<file path="config.mk">
export PLATFORM = sky130hd
export DESIGN_NAME = button_debounce_long_press_core_flat
export DESIGN_NICKNAME = d
export VERILOG_FILES = /design/src/design/bdlp_pkg.sv /design/src/design/bdlp_if.sv /design/src/design/button_debounce_long_press_core.sv /design/src/design/bdlp_cfg.sv /design/src/design/bdlp_step.sv /design/src/flat_wrapper.sv
export SDC_FILE = /design/constraint.sdc
export NUM_CORES = 1
export LEC_CHECK = 0
export BUFFER_PORTS_ARGS = -buffer_cell sky130_fd_sc_hd__buf_4
export CAP_MARGIN = 20
export CORE_UTILIZATION = 51
export CTS_BUF_LIST = sky130_fd_sc_hd__clkbuf_2 sky130_fd_sc_hd__clkbuf_4 sky130_fd_sc_hd__clkbuf_8
export CTS_CLUSTER_DIAMETER = 30
export DETAILED_ROUTE_END_ITERATION = 7
export GPL_ROUTABILITY_DRIVEN = 0
export HOLD_SLACK_MARGIN = 0.02
export PLACE_DENSITY = 0.71
export SYNTH_ARGS = -nofsm -noshare
export SYNTH_HDL_FRONTEND = slang
export SYNTH_SLANG_ARGS = --single-unit
</file>
<file path="constraint.sdc">
create_clock -name i_clk -period 20.3 [get_ports i_clk]
set_input_delay 3.045 -clock i_clk [delete_from_list [all_inputs] [get_ports i_clk]]
set_output_delay 3.045 -clock i_clk [all_outputs]
set_load 0.005 [all_outputs]
</file>
<file path="src/design/bdlp_pkg.sv">
// Package for the button debounce / long-press block.
// Holds item and configuration types, register codes and reset values; no dependencies.
package bdlp_pkg;

    localparam int unsigned CFG_ADDR_W = 3;
    localparam int unsigned CFG_DATA_W = 32;
    localparam int unsigned TIME_W     = 32;
    localparam int unsigned DUR_W      = 16;

    localparam logic [DUR_W-1:0] DEBOUNCE_RESET = 16'd20;
    localparam logic [DUR_W-1:0] HOLD_RESET     = 16'd1000;

    // Register index taken from the word address
    typedef enum logic {
        REG_DEBOUNCE = 1'b0,
        REG_HOLD     = 1'b1
    } t_reg_idx;

    // Item kind
    typedef enum logic {
        KIND_UPDATE  = 1'b0,
        KIND_RESTART = 1'b1
    } t_kind;

    typedef struct packed {
        logic              kind;
        logic              pin_level;
        logic [TIME_W-1:0] now_ms;
        logic              ack_long;
    } t_in_item;

    typedef struct packed {
        logic is_down;
        logic press_pulse;
        logic release_pulse;
        logic long_pending;
    } t_out_item;

    typedef struct packed {
        logic [DUR_W-1:0] debounce_time;
        logic [DUR_W-1:0] hold_time;
    } t_cfg;

endpackage

</file>
<file path="src/design/bdlp_if.sv">
// Valid/ready channel interfaces for input polls and result items.
// Depends on bdlp_pkg for the payload types.
interface bdlp_in_if import bdlp_pkg::*; ();
    logic     valid;
    logic     ready;
    t_in_item payload;

    modport source (output valid, output payload, input ready);
    modport sink   (input valid, input payload, output ready);
endinterface

interface bdlp_out_if import bdlp_pkg::*; ();
    logic      valid;
    logic      ready;
    t_out_item payload;

    modport source (output valid, output payload, input ready);
    modport sink   (input valid, input payload, output ready);
endinterface

</file>
<file path="src/design/button_debounce_long_press_core.sv">
// Top level of the button debounce / long-press block.
// Depends on bdlp_pkg, bdlp_if, bdlp_cfg and bdlp_step.
//
// Usage:
//   i_in  : valid/ready channel of poll items (kind, pin_level, now_ms, ack_long).
//           pin_level is active low; kind selects update poll or restart.
//   o_out : valid/ready channel of result items (is_down, press_pulse,
//           release_pulse, long_pending), exactly one per poll.
//   APB   : debounce_time at byte address 0, hold_time at 4 (16-bit each).
//           Write only while the block is idle.
// Path: an accepted item waits in the input register; its result is then held
//   in the output register and presented on o_out until it is taken.
// Throughput: one item per cycle while o_out is not stalled. The state update
//   is combinational between the input register and the result register, so
//   the next item sees the updated state with no bubble.
// Reset: synchronous, active low. Button assumed released, latch cleared,
//   debounce_time = 20, hold_time = 1000, both channel registers empty.
// Stall: when o_out.ready is low with a result waiting, the input register
//   still fills once; the block then holds i_in.ready low until the result
//   is taken.
module button_debounce_long_press_core import bdlp_pkg::*; (
    input  logic                  i_clk,
    input  logic                  i_rst_n,
    bdlp_in_if.sink               i_in,
    bdlp_out_if.source            o_out,
    input  logic                  psel,
    input  logic                  penable,
    input  logic                  pwrite,
    input  logic [CFG_ADDR_W-1:0] paddr,
    input  logic [CFG_DATA_W-1:0] pwdata,
    output logic [CFG_DATA_W-1:0] prdata,
    output logic                  pready
);

    t_cfg      w_cfg;
    t_out_item w_result;
    logic      w_adv;
    logic      w_in_ready;

    logic      r_in_valid;
    t_in_item  r_in_item;
    logic      r_out_valid;
    t_out_item r_out_item;

    bdlp_cfg u_cfg (
        .i_clk   (i_clk),
        .i_rst_n (i_rst_n),
        .psel    (psel),
        .penable (penable),
        .pwrite  (pwrite),
        .paddr   (paddr),
        .pwdata  (pwdata),
        .prdata  (prdata),
        .pready  (pready),
        .o_cfg   (w_cfg)
    );

    // Output register can take a new result when empty or being drained
    assign w_adv      = !r_out_valid || o_out.ready;
    // Input register frees up when empty or when its item moves on this cycle
    assign w_in_ready = !r_in_valid || w_adv;

    assign i_in.ready    = w_in_ready;
    assign o_out.valid   = r_out_valid;
    assign o_out.payload = r_out_item;

    // Update button state exactly once per item, as it moves to the output
    bdlp_step u_step (
        .i_clk    (i_clk),
        .i_rst_n  (i_rst_n),
        .i_fire   (r_in_valid && w_adv),
        .i_item   (r_in_item),
        .i_cfg    (w_cfg),
        .o_result (w_result)
    );

    always_ff @(posedge i_clk) begin
        if (!i_rst_n) begin
            r_in_valid <= 1'b0;
        end else if (w_in_ready) begin
            r_in_valid <= i_in.valid;
        end
    end

    always_ff @(posedge i_clk) begin
        if (w_in_ready && i_in.valid) begin
            r_in_item <= i_in.payload;
        end
    end

    always_ff @(posedge i_clk) begin
        if (!i_rst_n) begin
            r_out_valid <= 1'b0;
        end else if (w_adv) begin
            r_out_valid <= r_in_valid;
        end
    end

    always_ff @(posedge i_clk) begin
        if (w_adv && r_in_valid) begin
            r_out_item <= w_result;
        end
    end

endmodule

</file>
<file path="src/design/bdlp_cfg.sv">
// APB-style register file for debounce and hold times.
// Depends on bdlp_pkg.
module bdlp_cfg import bdlp_pkg::*; (
    input  logic                  i_clk,
    input  logic                  i_rst_n,
    input  logic                  psel,
    input  logic                  penable,
    input  logic                  pwrite,
    input  logic [CFG_ADDR_W-1:0] paddr,
    input  logic [CFG_DATA_W-1:0] pwdata,
    output logic [CFG_DATA_W-1:0] prdata,
    output logic                  pready,
    output t_cfg                  o_cfg
);

    t_cfg     r_cfg;
    t_reg_idx w_idx;
    logic     w_wr;

    assign w_idx  = t_reg_idx'(paddr[2]);
    assign w_wr   = psel && penable && pwrite;
    assign pready = 1'b1;
    assign o_cfg  = r_cfg;

    always_ff @(posedge i_clk) begin
        if (!i_rst_n) begin
            r_cfg.debounce_time <= DEBOUNCE_RESET;
            r_cfg.hold_time     <= HOLD_RESET;
        end else if (w_wr) begin
            case (w_idx)
                REG_DEBOUNCE: r_cfg.debounce_time <= pwdata[DUR_W-1:0];
                REG_HOLD:     r_cfg.hold_time     <= pwdata[DUR_W-1:0];
                default: ;
            endcase
        end
    end

    always_comb begin
        case (w_idx)
            REG_DEBOUNCE: prdata = {{(CFG_DATA_W-DUR_W){1'b0}}, r_cfg.debounce_time};
            REG_HOLD:     prdata = {{(CFG_DATA_W-DUR_W){1'b0}}, r_cfg.hold_time};
            default:      prdata = '0;
        endcase
    end

endmodule

</file>
<file path="src/design/bdlp_step.sv">
// Button state and per-poll update logic: debounce, edge pulses, long-press latch.
// Depends on bdlp_pkg.
module bdlp_step import bdlp_pkg::*; (
    input  logic      i_clk,
    input  logic      i_rst_n,
    input  logic      i_fire,
    input  t_in_item  i_item,
    input  t_cfg      i_cfg,
    output t_out_item o_result
);

    // The level seen before an update always equals the stable level left by
    // the previous one, so the stable register doubles as the previous level.
    logic              r_raw, n_raw;
    logic              r_stable, n_stable;
    logic [TIME_W-1:0] r_change_time, n_change_time;
    logic [TIME_W-1:0] r_press_time, n_press_time;
    logic              r_long_fired, n_long_fired;
    logic              r_long_latch, n_long_latch;

    logic              w_pressed;
    logic              w_press_p;
    logic              w_release_p;
    logic              w_fired_mid;
    logic              w_fire;
    logic              w_pending;
    logic [TIME_W-1:0] w_since_change;
    logic [TIME_W-1:0] w_since_press;

    assign w_pressed = ~i_item.pin_level;

    always_comb begin
        n_raw          = r_raw;
        n_stable       = r_stable;
        n_change_time  = r_change_time;
        n_press_time   = r_press_time;
        n_long_fired   = r_long_fired;
        n_long_latch   = r_long_latch;
        w_press_p      = 1'b0;
        w_release_p    = 1'b0;
        w_fired_mid    = r_long_fired;
        w_fire         = 1'b0;
        w_since_change = '0;
        w_since_press  = '0;

        if (t_kind'(i_item.kind) == KIND_RESTART) begin
            // Re-seed from the pin; a hold in progress never fires
            n_raw         = w_pressed;
            n_stable      = w_pressed;
            n_change_time = '0;
            n_press_time  = '0;
            n_long_latch  = 1'b0;
            n_long_fired  = w_pressed;
        end else begin
            if (w_pressed != r_raw) begin
                n_raw         = w_pressed;
                n_change_time = i_item.now_ms;
            end
            w_since_change = i_item.now_ms - n_change_time;
            if (w_since_change >= {{(TIME_W-DUR_W){1'b0}}, i_cfg.debounce_time}) begin
                n_stable = n_raw;
            end
            w_press_p   = n_stable && !r_stable;
            w_release_p = !n_stable && r_stable;
            if (w_press_p) begin
                n_press_time = i_item.now_ms;
                w_fired_mid  = 1'b0;
            end
            w_since_press = i_item.now_ms - n_press_time;
            w_fire = n_stable && !w_fired_mid &&
                     (w_since_press >= {{(TIME_W-DUR_W){1'b0}}, i_cfg.hold_time});
            n_long_fired = w_fired_mid || w_fire;
            n_long_latch = r_long_latch || w_fire;
        end

        w_pending = n_long_latch;
        // Acknowledge reports the latch, then drops it
        if (i_item.ack_long) begin
            n_long_latch = 1'b0;
        end

        o_result.is_down       = n_stable;
        o_result.press_pulse   = w_press_p;
        o_result.release_pulse = w_release_p;
        o_result.long_pending  = w_pending;
    end

    always_ff @(posedge i_clk) begin
        if (!i_rst_n) begin
            r_raw         <= 1'b0;
            r_stable      <= 1'b0;
            r_change_time <= '0;
            r_press_time  <= '0;
            r_long_fired  <= 1'b0;
            r_long_latch  <= 1'b0;
        end else if (i_fire) begin
            r_raw         <= n_raw;
            r_stable      <= n_stable;
            r_change_time <= n_change_time;
            r_press_time  <= n_press_time;
            r_long_fired  <= n_long_fired;
            r_long_latch  <= n_long_latch;
        end
    end

endmodule
</file>
<file path="src/flat_wrapper.sv">
// flat-port wrapper written by rule: the top's interface ports become plain ports
module button_debounce_long_press_core_flat import bdlp_pkg::*;
  (i_clk, i_rst_n, psel, penable, pwrite, paddr, pwdata, prdata, pready, i_in_valid, i_in_payload, i_in_ready, o_out_valid, o_out_payload, o_out_ready);
  bdlp_in_if i_in_i ();
  bdlp_out_if o_out_i ();
  input  logic i_clk;
  input  logic i_rst_n;
  input  logic psel;
  input  logic penable;
  input  logic pwrite;
  input  logic [CFG_ADDR_W-1:0] paddr;
  input  logic [CFG_DATA_W-1:0] pwdata;
  output logic [CFG_DATA_W-1:0] prdata;
  output logic pready;
  input wire logic [$bits(i_in_i.valid)-1:0] i_in_valid;
  input wire logic [$bits(i_in_i.payload)-1:0] i_in_payload;
  output wire logic [$bits(i_in_i.ready)-1:0] i_in_ready;
  output wire logic [$bits(o_out_i.valid)-1:0] o_out_valid;
  output wire logic [$bits(o_out_i.payload)-1:0] o_out_payload;
  input wire logic [$bits(o_out_i.ready)-1:0] o_out_ready;
  assign i_in_i.valid = i_in_valid;
  assign i_in_i.payload = i_in_payload;
  assign i_in_ready = i_in_i.ready;
  assign o_out_valid = o_out_i.valid;
  assign o_out_payload = o_out_i.payload;
  assign o_out_i.ready = o_out_ready;
  button_debounce_long_press_core u_core (.i_clk(i_clk), .i_rst_n(i_rst_n), .i_in(i_in_i), .o_out(o_out_i), .psel(psel), .penable(penable), .pwrite(pwrite), .paddr(paddr), .pwdata(pwdata), .prdata(prdata), .pready(pready));
endmodule
</file>
After elaboration in Yosys (flattened, before gate mapping)
Cells that the tools add are included.
{"block": "op_classes", "muxes": 17, "eq_ne": 1, "add_sub_neg": 2, "n_bitwise": 2, "n_lt_le_gt_ge": 2, "n_reduce_logical": 19}
{"cell": "$mux W32", "count": 6}
{"cell": "$ge A32 B16 Y1", "count": 2}
{"cell": "$pmux W32 S2", "count": 1}
{"cell": "$sub A32 B32 Y32", "count": 2}
{"cell": "$mux W1", "count": 10}
{"cell": "$logic_and A1 B1 Y1", "count": 8}
{"cell": "$logic_not A1 Y1", "count": 5}
{"cell": "$logic_or A1 B1 Y1", "count": 4}
{"cell": "$reduce_and A2 Y1", "count": 2}
{"cell": "$not A1 Y1", "count": 2}
{"cell": "$ne A1 B1 Y1", "count": 1}
{"block": "totals", "regBits": 141, "output_inout_bits": 39, "wordCells": 61, "input_bits": 77}

Longest topological paths before layout
Gate-level depths: netlist (run 1).
{"block": "depth", "ltp_word": 17, "depth_mapped": 45, "depth_no_buf": 43}

Modules after synthesis
From an unflattened synthesis (run 1), not the netlist that was laid out.
{"block": "unflattened", "hier_cells": 1189, "area_unflattened_um2": 10468.8}
{"mod": "bdlp_step", "instances": 1, "area_per_inst_um2": 7553.5, "seq_area_each_um2": 1361.3, "cells_each": 971}
{"mod": "bdlp_cfg", "instances": 1, "area_per_inst_um2": 1640.3, "seq_area_each_um2": 640.6, "cells_each": 170}
{"mod": "button_debounce_long_press_core", "instances": 1, "area_per_inst_um2": 1275.0, "seq_area_each_um2": 1211.2, "cells_each": 48}

Worst setup path before layout (run 1)
Ideal clock, no wire load.
{"block": "synth_timing", "path_type": "flip-flop to flip-flop", "startpoint": "reg u_core.u_step.r_raw", "endpoint": "reg u_core.r_out_item, in the netlist u_core.o_out.payload[0], data pin", "arrival_ns": 8.803, "path_stages_with_launch": 42, "setup_time_ns": 0.257, "t_required_ns": 20.043, "period_less_slack_ns": 9.059, "setup_slack_ns": 11.241, "n_path_buf": 5, "cell_sequence": "dfxtp_1 -> inv_1 -> ha_1 -> clkbuf_1 -> clkbuf_1 -> mux2i_1 -> ha_1 -> clkbuf_1 -> a21o_1 -> or3_1 -> a221oi_1 -> xnor2_1 -> ha_1 -> a21o_1 -> a21oi_1 -> o21ai_0 -> a211oi_1 -> o2111a_1 -> (+6 left out) -> clkbuf_1 -> nand4_1 -> or3_1 -> a21o_1 -> and3_1 -> xnor2_1 -> ha_1 -> a211oi_1 -> nor2_1 -> a31oi_1 -> o211ai_1 -> a21oi_1 -> nand4_1 -> or3_1 -> nor4_1 -> o211a_1 -> o311a_1 -> o2bb2ai_1"}
{"block": "synth_via", "elab_chain_len": 15, "word_cells_on_any_way": 20, "cone_classes": "2 x add/sub; 2 x order compare; 1 x eq/ne; 10 x mux; 5 x reduce/logical"}
{"element": "from (decl)", "line_no": "bdlp_step.sv:14", "rtl": "logic r_raw, n_raw;"}
{"element": "from (signal assigned)", "line_no": "bdlp_step.sv:97", "rtl": "r_raw <= n_raw;"}
{"element": "$ne A1 B1 Y1", "line_no": "bdlp_step.sv:55", "rtl": "if (w_pressed != r_raw) begin"}
{"element": "$mux W32", "line_no": "bdlp_step.sv:55"}
{"element": "$mux W32", "line_no": "bdlp_step.sv:46", "rtl": "if (t_kind'(i_item.kind) == KIND_RESTART) begin"}
{"element": "$sub A32 B32 Y32", "line_no": "bdlp_step.sv:59", "rtl": "w_since_change = i_item.now_ms - n_change_time;"}
{"element": "$ge A32 B16 Y1", "line_no": "bdlp_step.sv:60", "rtl": "if (w_since_change >= {{(TIME_W-DUR_W){1'b0}}, i_cfg.debounce_time}) begin"}
{"element": "$mux W1 *", "line_no": "bdlp_step.sv:60"}
{"element": "$mux W1 *", "line_no": "bdlp_step.sv:46"}
{"element": "$logic_and A1 B1 Y1", "line_no": "bdlp_step.sv:63", "rtl": "w_press_p = n_stable && !r_stable;"}
{"element": "$mux W32 or $mux W1 (tied branches)", "line_no": "bdlp_step.sv:65", "rtl": "if (w_press_p) begin"}
{"element": "$mux W32 or $mux W1 (tied branches)", "line_no": "bdlp_step.sv:46"}
{"element": "$sub A32 B32 Y32 or $logic_not A1 Y1 (tied branches)", "line_no": "bdlp_step.sv:69, bdlp_step.sv:70"}
{"element": "$ge A32 B16 Y1 or $logic_and A1 B1 Y1 (tied branches)", "line_no": "bdlp_step.sv:71, bdlp_step.sv:70"}
{"element": "$logic_and A1 B1 Y1 *", "line_no": "bdlp_step.sv:70", "rtl": "w_fire = n_stable && !w_fired_mid &&"}
{"element": "$logic_or A1 B1 Y1 *", "line_no": "bdlp_step.sv:73", "rtl": "n_long_latch = r_long_latch || w_fire;"}
{"element": "$mux W1 *", "line_no": "bdlp_step.sv:46"}
{"element": "via u_core.u_step.w_pending", "line_no": "bdlp_step.sv:26", "rtl": "logic w_pending;"}
{"element": "to (signal assigned)", "line_no": "button_debounce_long_press_core.sv:101", "rtl": "r_out_item <= w_result;"}
{"element": "to (decl)", "line_no": "button_debounce_long_press_core.sv:43", "rtl": "t_out_item r_out_item;"}
Mark *: on every way through the listed nets, which the timed path passes. The rest lies on a longest branch. The select of a mux whose other input is x is not followed.
A chain may end at the register's enable or synchronous reset.

Worst setup path after layout (run 1)
Same ends and word-level chain as after synthesis.

==> flow_summary.yaml, run 1 <==
sta:
  finalClockSkew_ns: 0.0127
  max-slew-margin-rel_pct: 37.4
  setup_viol: 0
  fin_crit_sh_pct: 53.4
  tightest_slew_ns: 0.916
  clock.fmax_ghz: 0.0922
  fin_ws_ns: 9.46
  slew_viol_final: 0
  hold_violations: 0
  rsz0062_at_grt: "false"
  finalCriticalPeriod_ns: 10.84
  tns_ns: 0
clocking:
  cts_root_buf: "clkbuf_8"
  insertion_delay_ns: 0.47
  holdBufCountCts: 0
  cts.sinks: 141
  post_cts_buffers: 0
  h-tree-depth: 4
  clk_path_buf_depth: 2
  cts_tree: "built"
  cts_made_buffers: 17
  ctsResizeCount: 0
  clk_pin_slew_ns: 0.09
setup_path:
  cp.required_ns: 20.52
  crit_top_cell: "ha_1"
  r2r_start: "u_core.u_step.r_raw"
  r2r-end: "u_core.o_out.payload[0]"
  reg2reg_slack_ns: 9.46
  cp-start-kind: "flip-flop"
  crit_arrival_ns: 11.06
  crit_start: "u_core.u_step.r_raw"
  r2r_cells: 39
  slowest_delay_ns: 0.78
  critPathMaxFanout: 35
  crit_end: "u_core.o_out.payload[0]"
  critical_path_class: "reg2reg"
  cp-end-kind: "flip-flop"
  crit_slowest_cell: "a221oi_1"
global_routing:
  overflow: 0
  antenna_found_initial: 0
  grt_pass1_vias: 8439
  grt_usage_pct: 27.2
  grt_max_degree: 69
  grt_pass1_wl_microns: 42700
route:
  drt_iter0_markers: 664
  via_count: 9384
  wl_per_cell_microns: 16.9
  ant_nets: 0
  vias_per_cell: 5.91
  first_pass_iters: 5
  wl_microns: 26900
  remaining_drc_errors: 0
place:
  port_buffers: 80
  dp_hpwl_microns: 20200
  place_area_sq_um: 10800
  pre_cts_slack_ns: 9.71
floorplan:
  placementRows: 51
  die-area_sq_um: 20400
  fp.coreArea_sq_um: 19500
  die_y_microns: 143
  dieWidth_microns: 143
  ioPinCount: 116
  start_util_pct: 51.9
hold_path:
  hold_start: "u_core.u_step.r_press_time[14]"
  hold_class: "reg2reg"
final_layout:
  postLayoutCellArea_sq_um: 11300
  mostFrequentLayoutCells: "176 x nand2_1, 139 x a21oi_1, 102 x dfxtp_1"
  area_growth_pct: 11.6
  final_nets: 1486
  diodes: 0
  drive_gt1_share_pct: 10.3
  final_common_cell: "nand2_1"
logic_synthesis:
  yosys.area.top_type_share_pct: 20.2
  synth_area_leader_cell: "dfxtp_1"
  synth-edff-count: 39
  synth.distinct_cells: 67
  synth-seq-cells: 141
  ys.flop_type: "dfxtp_1"
  async_flop_share_pct: 0
  synthTopCellsByArea: "dfxtp_1 20%, ha_1 12%, edfxtp_1 12%, a21oi_1 6.9%, nand2_1 6.5%"
  yosysWarnings: 0
  syn_inst: 1262
  seq_area_frac_synth_pct: 31.8
  avgSynthCellArea_sq_um: 8.01
  syn-cell-area_sq_um: 10100
run_status:
  outcome: "finished clean"
power:
  irDropWorstVdd_uv: 46.0
  p_leak_uw: 0.00453
  powerDensity_nw_per_um2: 74.6
run:
  maxCapViolCount: 0
## critical path, delay by kind of cell (launching register included)
| family | cells | cell delay, ns |
|---|---|---|
| and+or+nand+nor | 12 | 3.28 |
| DFF | 1 | 0.38 |
| xor gates and xnor gates | 2 | 0.29 |
| AOI/OAI and AO/OA | 15 | 3.57 |
| buffers and inverters | 3 | 0.84 |
| muxes | 2 | 0.66 |
| adders and majority gates | 5 | 1.50 |
## how the worst min path moves through the flow
stage / to / slack [ns] / cells past startpoint
finish: u_core.u_step.r_press_time[14] / 0.45 / 2
global route: u_core.u_step.r_press_time[14] / 0.46 / 2
CTS: u_core.u_step.r_press_time[14] / 0.45 / 2
detailed placement: u_core.u_step.r_press_time[14] / 0.44 / 2
global placement: u_core.u_step.r_press_time[1] / 0.43 / 2
floorplan: u_core.u_step.r_press_time[1] / 0.42 / 2
## layout make-up
cell class              instances  area, sq um
fillers                      1790         8180
multi-input cells            1004         6400
flip-flops and latches        141         3210
repair buffers                 90          676
well taps                     265          332
clock buffers                  18          241
inverters                      57          214
clock inverters                14          205
## state kept, by name (all words and copies together), names as in the netlist
register,cells
u_core.r_in_item,35
u_core.u_cfg.o_cfg,32
u_core.u_step.r_change_time,32
u_core.u_step.r_press_time,32
u_core.o_out.payload,4
u_core.o_out.valid,1
u_core.r_in_valid,1
u_core.u_step.r_long_fired,1
u_core.u_step.r_long_latch,1
u_core.u_step.r_raw,1
u_core.u_step.r_stable,1
## where the power goes
| part | switching (uW) | internal (uW) | total, uW |
|---|---|---|---|
| logic | 161 | 111 | 272 |
| clock network | 121 | 138 | 260 |
| registers | 10.4 | 299 | 310 |
## logic make-up after synthesis
family / after synthesis / share of synthesized area [%]
AOI/OAI and AO/OA: 374 / 22.1
xor gates and xnor gates: 40 / 3.47
adders and majority gates: 98 / 12.3
buffers and inverters: 132 / 5.57
DFF: 141 / 31.8
muxes: 67 / 6.67
other: 2 / 0.0743
and+or+nand+nor: 408 / 18.1
## routing by layer
layer  global-route usage [%]  wire [microns]
met4                     8.49             500
met2                     42.9           12300
met5                        0               0
met3                     4.49            1580
met1                     37.8           12500
## metrics by stage
stage          instances  util (%)  power (uW)  hold WS, ns
6_report            1589      58.0         841        0.449
5_1_grt             1589      58.0         890        0.462
4_1_cts             1589      58.0         843        0.453
3_5_place_dp        1557      55.7         582        0.441
3_3_place_gp        1556      55.6         577        0.435
2_1_floorplan       1277         -         516        0.424
## cells in the mapped netlist (all sizes together) (3+ instances only)
| library cell | instances |
|---|---|
| nand2 | 176 |
| a21oi | 139 |
| o21ai | 106 |
| dfxtp | 102 |
| nor2 | 97 |
| ha | 96 |
| mux2i | 64 |
| inv | 56 |
| clkbuf | 53 |
| nor3 | 40 |
| edfxtp | 39 |
| xnor2 | 25 |
| buf | 22 |
| o211ai | 22 |
| nand4 | 20 |
| a21o | 19 |
| nand3 | 18 |
| xor2 | 15 |
| a31oi | 14 |
| a211oi | 12 |
| nor2b | 11 |
| and3 | 10 |
| nand2b | 10 |
| nor4 | 8 |
| o31ai | 8 |
| o21a | 7 |
| o2111ai | 6 |
| or3 | 6 |
| o22ai | 5 |
| a221oi | 4 |
| a2111oi | 3 |
| a31o | 3 |
| and2 | 3 |
| mux2 | 3 |
| nand3b | 3 |
| o21bai | 3 |
Note: power is estimated with default switching activity, not from simulation.
==> run 2: changes to the inputs <==
ABC_AREA = 1   (was unset)
PLACE_DENSITY = 0.73   (was 0.71)
clock period = 9.6 ns   (was 20.3 ns; I/O delays follow)
==> run 2 against run 1 <==
Worst setup slack worse by 8.5 ns. First-iteration DRC count is 16% higher. Sequential share of layout area is 2.6 points lower. Fmax is 25% higher. Synthesized cell count is 32% higher. Wire length is 12% higher. Combinational power is 140% higher.
==> flow_summary.yaml, run 2 <==
logic_synthesis:
  synth_top_family_by_area: "simple AND/OR/NAND/NOR gates"
  muxShareOfSynthArea_pct: 4.98
  avgSynthCellArea_sq_um: 6.77
  synth-edff-count: 39
  synth-simple-area-share_pct: 28.6
  synth.distinct_cells: 46
  synthXorXnorAreaFrac_pct: 2.41
  synth_area_leader_cell: "dfxtp_1"
  seq_area_frac_synth_pct: 28.5
  synth-seq-cells: 141
  post-synth-top-count-cell: "nand2_1"
  syn_inst: 1663
  async_flop_share_pct: 0
  synthTopCellsByArea: "dfxtp_1 18%, nand2_1 15%, ha_1 11%, edfxtp_1 10%, inv_1 8.0%"
  ys_top_cells_by_count: "438 x nand2_1, 240 x inv_1, 163 x nor2_1"
  synthAdderAreaFrac_pct: 11.0
  yosysWarnings: 0
  yosys.area.top_type_share_pct: 18.1
  syn-cell-area_sq_um: 11300
  ys.flop_type: "dfxtp_1"
  synth_compound_area_share_pct: 13.0
sta:
  finalClockSkew_ns: 0.0176
  setup_viol: 0
  max-slew-margin-rel_pct: 30.8
  worst_hold_slack_ns: 0.470
  rsz0062_at_grt: "false"
  hold_violations: 0
  fin_crit_sh_pct: 90.5
  clock.fmax_ghz: 0.115
  slew_viol_final: 0
  finalCriticalPeriod_ns: 8.69
  tightest_slew_ns: 1.04
  tns_ns: 0
power:
  p_sw_share_pct: 36.7
  irDropWorstVdd_uv: 90.2
  p_int_uw: 1170
  pwr-share-comb_pct: 35.4
  seq_power_share_pct: 35.5
  powerDensity_nw_per_um2: 149
  clock_power_share_pct: 29.1
  p_leak_uw: 0.00618
  p_switching_uw: 678
global_routing:
  antenna_found_initial: 0
  grt_usage_pct: 27.2
  grt_pass1_wl_microns: 47500
  grt_max_degree: 72
  grt_pass1_vias: 9849
  overflow: 0
run:
  maxCapViolCount: 0
clocking:
  holdBufCountCts: 0
  cts_made_buffers: 17
  clk_path_buf_depth: 2
  insertion_delay_ns: 0.46
  h-tree-depth: 4
  clk_pin_slew_ns: 0.08
  post_cts_buffers: 0
  ctsResizeCount: 0
  cts_tree: "built"
  cts.sinks: 141
  cts_root_buf: "clkbuf_8"
hold_path:
  hold_class: "reg2reg"
final_layout:
  largest_register_ffs: 35
  mostFrequentLayoutCells: "437 x nand2_1, 240 x inv_1, 163 x nor2_1"
  diodes: 0
  regMostFlops: "u_core.r_in_item"
  num-fill-cells: 2116
  final_nets: 1903
  area_growth_pct: 10.3
  drive_gt1_share_pct: 10.4
  final_common_cell: "nand2_1"
setup_path:
  critical_path_class: "reg2reg"
  slowest_delay_ns: 0.71
  cp.required_ns: 9.91
  crit_slowest_cell: "ha_2"
  cp-start-kind: "flip-flop"
  crit_arrival_ns: 9.00
  cp-end-kind: "flip-flop"
  crit_top_cell: "nand2_1"
  critPathMaxFanout: 19
floorplan:
  fp.coreArea_sq_um: 21800
  start_util_pct: 51.8
  die_y_microns: 151
  die-area_sq_um: 22700
  placementRows: 54
  dieWidth_microns: 151
  ioPinCount: 116
route:
  ant_nets: 0
  via_count: 10773
  wl_per_cell_microns: 14.9
  vias_per_cell: 5.33
  wl_microns: 30200
  first_pass_iters: 6
  drt_iter0_markers: 768
  remaining_drc_errors: 0
run_status:
  outcome: "finished clean"
place:
  dp_hpwl_microns: 23500
  port_buffers: 80
## run 2: changes by cell type after synthesis, sizes merged, moves of 19 or more
cell    previous run  this run
nand2            176       450
xnor2             25         6
nor3              40        20
or2                2        31
o211ai            22         2
clkbuf            53        29
nand3             18        68
inv               56       251
nor2              97       171
o21ai            106        75
## run 2: power groups by stage
| stage | clock [uW] | sequential [uW] | combinational (uW) |
|---|---|---|---|
| floorplan | 0 | 659 | 499 |
| global placement | 0 | 667 | 632 |
| detailed placement | 0 | 668 | 646 |
| CTS | 544 | 654 | 650 |
| global route | 568 | 658 | 742 |
| finish | 537 | 655 | 655 |
## run 2: logic make-up after synthesis
kind of cell,count (synthesis)
AO/OA/AOI/OAI,262
XOR/XNOR,31
adder cells (fa/ha/maj),98
buffers and inverters,308
flip-flops,141
multiplexers,56
other,2
AND/OR/NAND/NOR,765
## run 2: path summary, 6_finish.rpt
| kind | start | endpoint | slack (ns) | cells after the start |
|---|---|---|---|---|
| setup reg to reg | u_core.r_in_item[33] | u_core.u_step.r_long_fired | 0.91 | 49 |
| hold / removal | u_core.u_step.r_press_time[25] | u_core.u_step.r_press_time[25] | 0.47 | 2 |
| setup / recovery | u_core.r_in_item[33] | u_core.u_step.r_long_fired | 0.91 | 49 |
| hold reg to reg | u_core.u_step.r_press_time[25] | u_core.u_step.r_press_time[25] | 0.47 | 2 |
## run 2: layer usage
metal	GRT usage [%]	routed length (microns)	vias to the layer above
met5	0	0	-
met4	9.25	741	0
met3	3.88	1810	55
met2	46.2	14100	337
met1	35.1	13500	4942
li1	-	-	5439
## run 2: layout make-up
cell class	instances	area (sq um)	share of cell area, %
Clock inverter	14	189	1.52
Sequential cell	141	3210	25.9
Multi-Input combinational cell	1229	6830	55.0
Timing Repair Buffer	86	646	5.20
Tap cell	280	350	2.82
Inverter	253	950	7.65
Clock buffer	18	248	1.99
## run 2: critical path, delay by kind of cell (launching register included)
kind / cells / cell delay (ns)
xor gates and xnor gates: 2 / 0.37
and+or+nand+nor: 27 / 2.95
buffers and inverters: 4 / 0.31
DFF: 1 / 0.36
adders and majority gates: 7 / 2.59
AOI/OAI and AO/OA: 9 / 1.93
## run 2: metrics by stage
step | setup WS (ns) | area [sq um] | util (%) | cells | power, uW
after floorplan | 2.54 | 11300 | - | 1678 | 1160
after global routing | 0.128 | 12400 | 57.1 | 2021 | 1970
after detailed placement | 1.11 | 12000 | 55.1 | 1989 | 1310
after global placement | 1.24 | 12000 | 55.1 | 1989 | 1300
after CTS | 1.07 | 12400 | 57.1 | 2021 | 1850
final | 0.914 | 12400 | 57.1 | 2021 | 1850
==> run 3: changes to the inputs <==
SYNTH_HIERARCHICAL = 1   (was unset)
==> run 3 against run 2 <==
Worst setup slack worse by 0.084 ns. Power is 3.0% higher. Wire length is 6.3% higher. Non-clock buffer count stayed put. Fmax is 0.96% lower. Flip-flop and latch count stayed put. First-iteration DRC count is 59% higher. Critical path type unchanged. Largest cell class unchanged. Largest power group is now combinational logic. Highest routed layer unchanged.
==> flow_summary.yaml, run 3 <==
floorplan:
  dieWidth_microns: 155
  fp.coreArea_sq_um: 22800
  start_util_pct: 52.5
  die_y_microns: 155
  placementRows: 55
  ioPinCount: 116
  die-area_sq_um: 24000
logic_synthesis:
  synth-edff-count: 39
  synthTopCellsByArea: "nand2_1 19%, dfxtp_1 17%, ha_1 10%, edfxtp_1 9.8%, inv_1 9.3%"
  muxShareOfSynthArea_pct: 0
  synth_area_leader_cell: "nand2_1"
  post-synth-top-count-cell: "nand2_1"
  synth-simple-area-share_pct: 34.6
  avgSynthCellArea_sq_um: 6.40
  synthXorXnorAreaFrac_pct: 2.49
  yosys.area.top_type_share_pct: 18.9
  ys_top_cells_by_count: "602 x nand2_1, 297 x inv_1, 155 x nor2_1"
  synth-seq-cells: 141
  synthAdderAreaFrac_pct: 10.4
  async_flop_share_pct: 0
  synth_compound_area_share_pct: 12.5
  syn-cell-area_sq_um: 11900
  synth.distinct_cells: 46
  ys.flop_type: "dfxtp_1"
  syn_inst: 1867
  seq_area_frac_synth_pct: 26.9
  synth_top_family_by_area: "simple AND/OR/NAND/NOR gates"
  yosysWarnings: 6
clocking:
  post_cts_buffers: 0
  holdBufCountCts: 0
  cts.sinks: 141
  h-tree-depth: 4
  clk_pin_slew_ns: 0.09
  ctsResizeCount: 0
  cts_made_buffers: 17
  cts_root_buf: "clkbuf_8"
  insertion_delay_ns: 0.46
  cts_tree: "built"
  clk_path_buf_depth: 2
place:
  pre_cts_slack_ns: 1.04
  port_buffers: 80
  dp_hpwl_microns: 25100
final_layout:
  num-fill-cells: 2215
  final_common_cell: "nand2_1"
  diodes: 0
  final_core_util_pct: 57.1
  final_nets: 2095
  largest_register_ffs: 35
  mostFrequentLayoutCells: "602 x nand2_1, 296 x inv_1, 154 x nor2_1"
  drive_gt1_share_pct: 12.5
  regMostFlops: "u_core/r_in_item"
  area_growth_pct: 8.85
sta:
  setup_viol: 0
  tightest_slew_ns: 1.01
  slew_viol_final: 0
  fin_ws_ns: 0.829
  rsz0062_at_grt: "false"
  max-slew-margin-rel_pct: 32.5
  finalCriticalPeriod_ns: 8.77
  worst_hold_slack_ns: 0.470
  fin_crit_sh_pct: 91.4
  finalClockSkew_ns: 0.0139
  clock.fmax_ghz: 0.114
  tns_ns: 0
  hold_violations: 0
global_routing:
  grt_pass1_wl_microns: 51000
  grt_usage_pct: 26.9
  grt_pass1_vias: 10310
  grt_max_degree: 72
  antenna_found_initial: 0
  overflow: 0
power:
  powerDensity_nw_per_um2: 146
  irDropWorstVdd_uv: 115
  p_leak_uw: 0.00642
route:
  remaining_drc_errors: 0
  drt_iter0_markers: 1220
  ant_nets: 0
  vias_per_cell: 5.19
  first_pass_iters: 6
  wl_microns: 32100
  wl_per_cell_microns: 14.3
  via_count: 11665
setup_path:
  cp-start-kind: "flip-flop"
  critical_path_class: "reg2reg"
  slowest_delay_ns: 0.95
  crit_top_cell: "nand2_1"
  crit_arrival_ns: 8.97
  cp-end-kind: "flip-flop"
  critPathMaxFanout: 40
  cp.required_ns: 9.80
  crit_slowest_cell: "ha_1"
run_status:
  outcome: "finished clean"
run:
  maxCapViolCount: 0
hold_path:
  hold_class: "reg2reg"
## run 3: final cells by class
cell class              count  area [sq um]  area share, %
clock buffers              18           241           1.86
repair buffers             86           646           4.96
flip-flops and latches    141          3210           24.7
multi-input cells        1368          7240           55.7
inverters                 306          1150           8.85
clock inverters            14           123          0.943
well taps                 313           392           3.01
## run 3: metal layers
metal  up-vias  global-route usage [%]  share of wire (%)
met5         -                       0                  0
met4         0                    7.31                1.8
met3        44                    3.73                7.5
met2       401                    41.7                 44
met1      5292                    39.0                 47
li1       5928                       -                  -
## run 3: worst paths after layout
path / slack [ns] / to / startpoint / cells past startpoint
worst max-delay path: 0.83 / u_core/o_out.payload[0] / u_core/u_step/r_raw / 50
worst min-delay path: 0.47 / u_core/u_step/r_change_time[14] / u_core/u_step/r_change_time[14] / 2
worst min register to register: 0.47 / u_core/u_step/r_change_time[14] / u_core/u_step/r_change_time[14] / 2
worst max register to register: 0.83 / u_core/o_out.payload[0] / u_core/u_step/r_raw / 50
## run 3: cell families (layout without fill, tap and decap cells)
group           Yosys count  after routing
simple gates            978            978
buf+inv                 373            424
compound gates          241            241
flops                   141            141
fa+ha+maj                98             98
xor+xnor                 34             34
other cells               2             17
## run 3: through the flow
stage	instance area [sq um]	power, uW	cells
2_1_floorplan	12000	1260	1882
3_3_place_gp	12600	1430	2214
3_5_place_dp	12600	1440	2214
4_1_cts	13000	1900	2246
5_1_grt	13000	2040	2246
6_report	13000	1900	2246
## run 3: worst max-delay path, delay by kind of cell (launching register included)
family          cells  cell delay [ns]
compound gates      7             1.34
xor+xnor            2             0.42
fa+ha+maj           6             2.56
buf+inv             3             0.64
flops               1             0.37
simple gates       32             3.13
## run 3: power breakdown
group | total (uW) | internal, uW | switching, uW
clock network | 457 | 191 | 265
registers | 661 | 636 | 25.2
logic | 785 | 283 | 502
